--- config.mk ---
export PLATFORM = sky130hd
export DESIGN_NAME = emprot_mac
export DESIGN_NICKNAME = d
export VERILOG_FILES = /design/src/rtl/emprot_pkg.sv /design/src/rtl/emprot_mac.sv
export SDC_FILE = /design/constraint.sdc
export NUM_CORES = 2
export LEC_CHECK = 0
export ABC_CLOCK_PERIOD_IN_PS = 10900
export BUFFER_PORTS_ARGS = -buffer_cell sky130_fd_sc_hd__buf_2
export CORE_MARGIN = 10
export CORE_UTILIZATION = 60
export CTS_CLUSTER_DIAMETER = 120
export CTS_CLUSTER_SIZE = 28
export DETAILED_ROUTE_END_ITERATION = 8
export GPL_TIMING_DRIVEN = 0
export PLACE_DENSITY = 0.83
export SYNTH_ARGS = -nofsm -noshare
export SYNTH_HDL_FRONTEND = slang
export SYNTH_SLANG_ARGS = --single-unit
--- constraint.sdc ---
create_clock -name clk -period 10.9 [get_ports clk]
set_clock_uncertainty 0.05 [all_clocks]
set_input_delay 0 -clock clk [delete_from_list [all_inputs] [get_ports clk]]
set_output_delay 0 -clock clk [all_outputs]
set_load 0.01 [all_outputs]
--- src/rtl/emprot_pkg.sv ---
// shared types and constants of the equal-power rotation block
package emprot_pkg;

	localparam int CH_NUM   = 8;
	localparam int CH_IDX_W = 3;
	localparam int CHS_W    = 4;
	localparam int POS_W    = 16;
	localparam int FRAC_W   = 15;
	localparam int SAMPLE_W = 24;
	localparam int GAIN_W   = 16;
	localparam int PROD_W   = 40;

	localparam logic [CHS_W-1:0] CHS_RESET = 4'd2;

	typedef logic signed [SAMPLE_W-1:0] sample_t;
	typedef logic [GAIN_W-1:0]          gain_t;
	typedef logic [CH_IDX_W-1:0]        ch_idx_t;
	typedef logic [CHS_W-1:0]           chs_t;
	typedef logic [FRAC_W-1:0]          frac_t;

	typedef sample_t sample_arr_t [CH_NUM];

	typedef struct packed {
		gain_t gcos;
		gain_t gsin;
	} gain_pair_t;

	typedef struct packed {
		logic s3;
		logic s4;
	} mac_en_t;

endpackage

--- src/rtl/emprot_mac.sv ---
// one output channel: two gain products, rounded sum and saturation
module emprot_mac (
	input  logic                   clk,
	input  emprot_pkg::mac_en_t    en,
	input  logic                   active_s2,
	input  emprot_pkg::sample_t    sel_cos_s2,
	input  emprot_pkg::sample_t    sel_sin_s2,
	input  emprot_pkg::gain_pair_t gains_s2,
	output emprot_pkg::sample_t    out_s4
);
	import emprot_pkg::*;

	localparam int SumW = PROD_W + 2;
	localparam int ShW  = SumW - FRAC_W;
	localparam logic signed [ShW-1:0] SatMax = ShW'(8388607);
	localparam logic signed [ShW-1:0] SatMin = -ShW'(8388608);

	logic signed [PROD_W:0]   pc_full;
	logic signed [PROD_W:0]   ps_full;
	logic signed [PROD_W-1:0] prod_cos_s3;
	logic signed [PROD_W-1:0] prod_sin_s3;
	logic                     active_s3;
	logic signed [SumW-1:0]   acc;
	logic signed [ShW-1:0]    shifted;
	sample_t                  sat;

	assign pc_full = sel_cos_s2 * $signed({1'b0, gains_s2.gcos});
	assign ps_full = sel_sin_s2 * $signed({1'b0, gains_s2.gsin});

	always_ff @(posedge clk) begin
		if (en.s3) begin
			prod_cos_s3 <= pc_full[PROD_W-1:0];
			prod_sin_s3 <= ps_full[PROD_W-1:0];
			active_s3   <= active_s2;
		end
	end

	always_comb begin
		acc     = SumW'(prod_cos_s3) + SumW'(prod_sin_s3) + SumW'(16384);
		shifted = acc[SumW-1:FRAC_W];
		if (shifted > SatMax) begin
			sat = SatMax[SAMPLE_W-1:0];
		end else if (shifted < SatMin) begin
			sat = SatMin[SAMPLE_W-1:0];
		end else begin
			sat = shifted[SAMPLE_W-1:0];
		end
	end

	always_ff @(posedge clk) begin
		if (en.s4) begin
			out_s4 <= active_s3 ? sat : '0;
		end
	end

endmodule

==> results.md <==
Run status:
- The flow ran to the end, and the final reports show no timing, DRC or antenna violations.

Synth:
- The synthesized area divided by synthesized cell count is 9.26 um2.
- The share of async-settable or async-resettable flops after synthesis is 0.
- The share of Yosys cell area claimed by the top area cell type is 0.450.
- The number of synthesized flops with an enable pin is around 110.
- The number of register bits inferred by synthesis is between 100 and 150.
- Synthesis instantiated 66 different standard cells from the library.
- The count of synthesis-stage warnings from yosys is 0.
- Sorting the synthesized cells by how often they occur yields 924 x inv_1, 744 x fa_1, 518 x nand2_1, 305 x and2_1, 274 x ha_1.
- The top cell type by total area after synthesis is fa_1.
- The share of synthesized area occupied by flip-flops and latches is 0.0953.
- The top flip-flop cell by instance count after synthesis is edfxtp_1.
- After synthesis, the cell types taking the most area are fa_1 45%, inv_1 10%, ha_1 10%.
- The number of nets in the synthesized netlist is approximately 4700.
- The summed instance area of the synthesized netlist is 33100 um2.
- In the post-synthesis netlist, the cell with the most instances is inv_1.
- Synthesis handed over a netlist of 3572 instances.

Clock network:
- The number of sinks handled by clock tree synthesis is between 100 and 150.
- The latest clock arrival within the worst-skew pair is 0.37 ns.
- The buffer cell driving the clock tree root is clkbuf_16.
- In this run, CTS created clock tree buffers numbering 9.
- Clock-pin slew was measured on the worst setup and hold paths at roughly 0.070 ns.
- The number of setup buffers added after CTS is 0.
- The number of buffers on the longest clock path is 2.
- TritonCTS built the clock tree.
- The maximum level of the CTS H-tree is 3.
- The hold-fix buffer count after cts is 3.
- Once the clock tree was built, the resizer swapped 0 gates to a different size.

Critical path:
- The cell count of the worst reg-to-reg path is 14.
- Of all nets on the critical path, the largest fanout is 10.
- The endpoint of the worst register-to-register path is out_s4[13]$_SDFFCE_PN0P_.
- The most frequent cell on the critical path is fa_1.
- The category of the worst setup path launch point is an input pin.
- The critical path arrival is 7.15 ns.
- The source of the critical timing path is gains_s2[9].
- For flop-to-flop paths, the worst setup slack is between 6 and 7 ns.
- The endpoint kind of the worst setup timing path is a flip-flop.
- STA puts the critical path data required time at 11.03 ns.
- The largest individual stage delay along the critical path comes from the cell clkbuf_1.
- The largest stage delay on the critical path is 0.60 ns.
- In this run the critical register-to-register path is launched from prod_cos_s3[36]$_DFFE_PP_.
- The worst setup path category is in2reg.

Route:
- The total number of vias is around 25000.
- The sum of routed wire length over all layers is 81100 um.
- Before antenna repair, the detailed router went through 5 iterations.
- The DRC violation count after routing is 0.
- The antenna violation net count after detailed routing is 0.
- The routed wire length per instance is 18.5 um.
- The via density per instance is 5.61.
- In this run, the number of DRC markers left after iteration 0 of detailed routing was about 1600.

Finish:
- Fill cells in the final layout number 4383.
- The number of nets at the end of the flow is approximately 4800.
- The register cell area after layout is 3150 um2.
- From synthesis to final layout, the design area changed by 5.32%.
- The multi-input combinational cells in the finished layout cover a total of 26000 um2.
- The proportion of layout cells with a drive suffix above 1 is 0.0381.

Timing:
- The number of setup violations in the final report is 0.
- For the pin with the worst max-slew slack, the measured transition is 0.894 ns.
- The hold violation total from the final report is 0.
- The count of final max-slew check failures is 0.
- The timing-limited maximum frequency is 142 MHz.
- The worst relative slew slack is 0.404.
- The final setup TNS is 0 ns.
- The routed design could run at a clock period as short as 7.02 ns.
- The post-route fraction of the period consumed by the critical path is 0.644.
- Setup repair after global routing left no endpoint under its margin.

Run:
- The max-cap violation count is 0.

Hold path:
- The startpoint identified for the worst hold timing path is gains_s2[16].
- The type of the most critical hold path is in2reg.
- The number of stages on the worst hold path is 2.
- The worst min-delay path endpoint is prod_cos_s3[0]$_DFFE_PP_.

GRT:
- Summed over all layers, the global routing overflow is 0.
- The first global-routing pass estimated 133000 um of wire.
- The number of global-route vias before repair came to 26600.
- Entering global routing, the biggest net connects 69 pins.
- The number of antenna violations at the first check in global routing came to 2.
- The combined global-route utilization of all metal layers is 0.263.

Floorplan:
- The floorplan step set the die width to 255 um.
- The die covers 64900 um2.
- The die extent in y is 255 um.
- In this run the core area contains 85 standard-cell rows.
- The core footprint is 54200 um2.
- The number of primary I/O pins is 108.
- The initial utilization of the core area, before any placement, comes to 0.610.

Placed design:
- Input and output buffers added on the ports amount to 107.
- The HPWL after detailed placement is 69800 um.
- At the end of routability-driven placement, the weighted congestion stood at approximately 0.98.
[cell type report]
type	instances	share of cell area
clock buffer	9	0.00647
sequential	105	0.0905
clock inverter	7	0.00176
buffer	121	0.0135
antenna	2	0.000144
timing repair buffer	111	0.0171
tap	696	0.0250
inverter	924	0.0996
multi-input combinational	2422	0.746
[kinds of logic after synthesis]
| family | count (synthesis) | synth area share |
|---|---|---|
| AO/OA/AOI/OAI | 307 | 0.0600 |
| XOR/XNOR | 104 | 0.0275 |
| adder cells (fa/ha/maj) | 1018 | 0.554 |
| buffers and inverters | 1045 | 0.119 |
| flip-flops | 105 | 0.0953 |
| AND/OR/NAND/NOR | 993 | 0.144 |
[worst max path at each step]
stage | to | slack, ns | depth (start not counted)
floorplan | prod_sin_s3[29]$_DFFE_PP_ | 4.73 | 24
global placement | prod_sin_s3[29]$_DFFE_PP_ | 3.71 | 25
detailed placement | prod_sin_s3[39]$_DFFE_PP_ | 3.68 | 25
CTS | prod_sin_s3[39]$_DFFE_PP_ | 4.01 | 25
global route | prod_sin_s3[39]$_DFFE_PP_ | 3.58 | 25
finish | prod_sin_s3[39]$_DFFE_PP_ | 3.88 | 25
[state kept, by name, summed over array words and instances, names as in the netlist]
| register | count |
|---|---|
| prod_cos_s3 | 40 |
| out_s4 | 24 |
| active_s3 | 1 |
| prod_sin_s3 | 40 |
[critical path, delay by kind of cell]
| kind | cells | cell delay, ns |
|---|---|---|
| AND/OR/NAND/NOR | 1 | 0.17 |
| adder cells (fa/ha/maj) | 7 | 3.31 |
| buffers and inverters | 7 | 1.07 |
| AO/OA/AOI/OAI | 10 | 2.58 |
[per-stage QoR]
step,instance area (um2),setup slack [ns],hold slack (ns),std cells,utilization
floorplan,33100,4.73,0.0489,3572,-
detailed placement,34500,3.68,0.144,4376,0.636
global placement,34500,3.71,0.155,4375,0.636
global route,34800,3.58,0.0333,4395,0.642
finish,34800,3.88,0.0232,4397,0.642
CTS,34800,4.01,0.0236,4395,0.642
[metal layers]
layer  wire length (um)  track usage
met4               4130        0.119
met5                 12            0
met1              30000        0.328
met2              39200        0.433
met3               7750       0.0589
[cell usage in the layout (no fill, tap or decap), drive strengths merged, types with 3 or more instances in the layout]
| cell | count |
|---|---|
| buf | 110 |
| o31ai | 3 |
| a2111oi | 4 |
| nand3 | 26 |
| clkinv | 4 |
| o21a | 14 |
| fa | 744 |
| or2 | 3 |
| nor4 | 3 |
| nor3 | 13 |
| nor2b | 14 |
| nor3b | 3 |
| dlygate4sd3 | 3 |
| nand4 | 13 |
| a221oi | 4 |
| nor2 | 58 |
| nand2b | 10 |
| edfxtp | 105 |
| and2 | 306 |
| a21oi | 91 |
| and4 | 4 |
| or3 | 9 |
| ha | 274 |
| clkbuf | 128 |
| and3 | 7 |
| inv | 927 |
| a21o | 49 |
| nand2 | 518 |
| o211ai | 11 |
| o21ai | 75 |
| a211oi | 9 |
| xor2 | 36 |
| o21bai | 12 |
| a31oi | 10 |
| xnor2 | 68 |
Power is not shown: default switching activity piles up to over one toggle a cycle in this logic, so the estimate is an artifact.
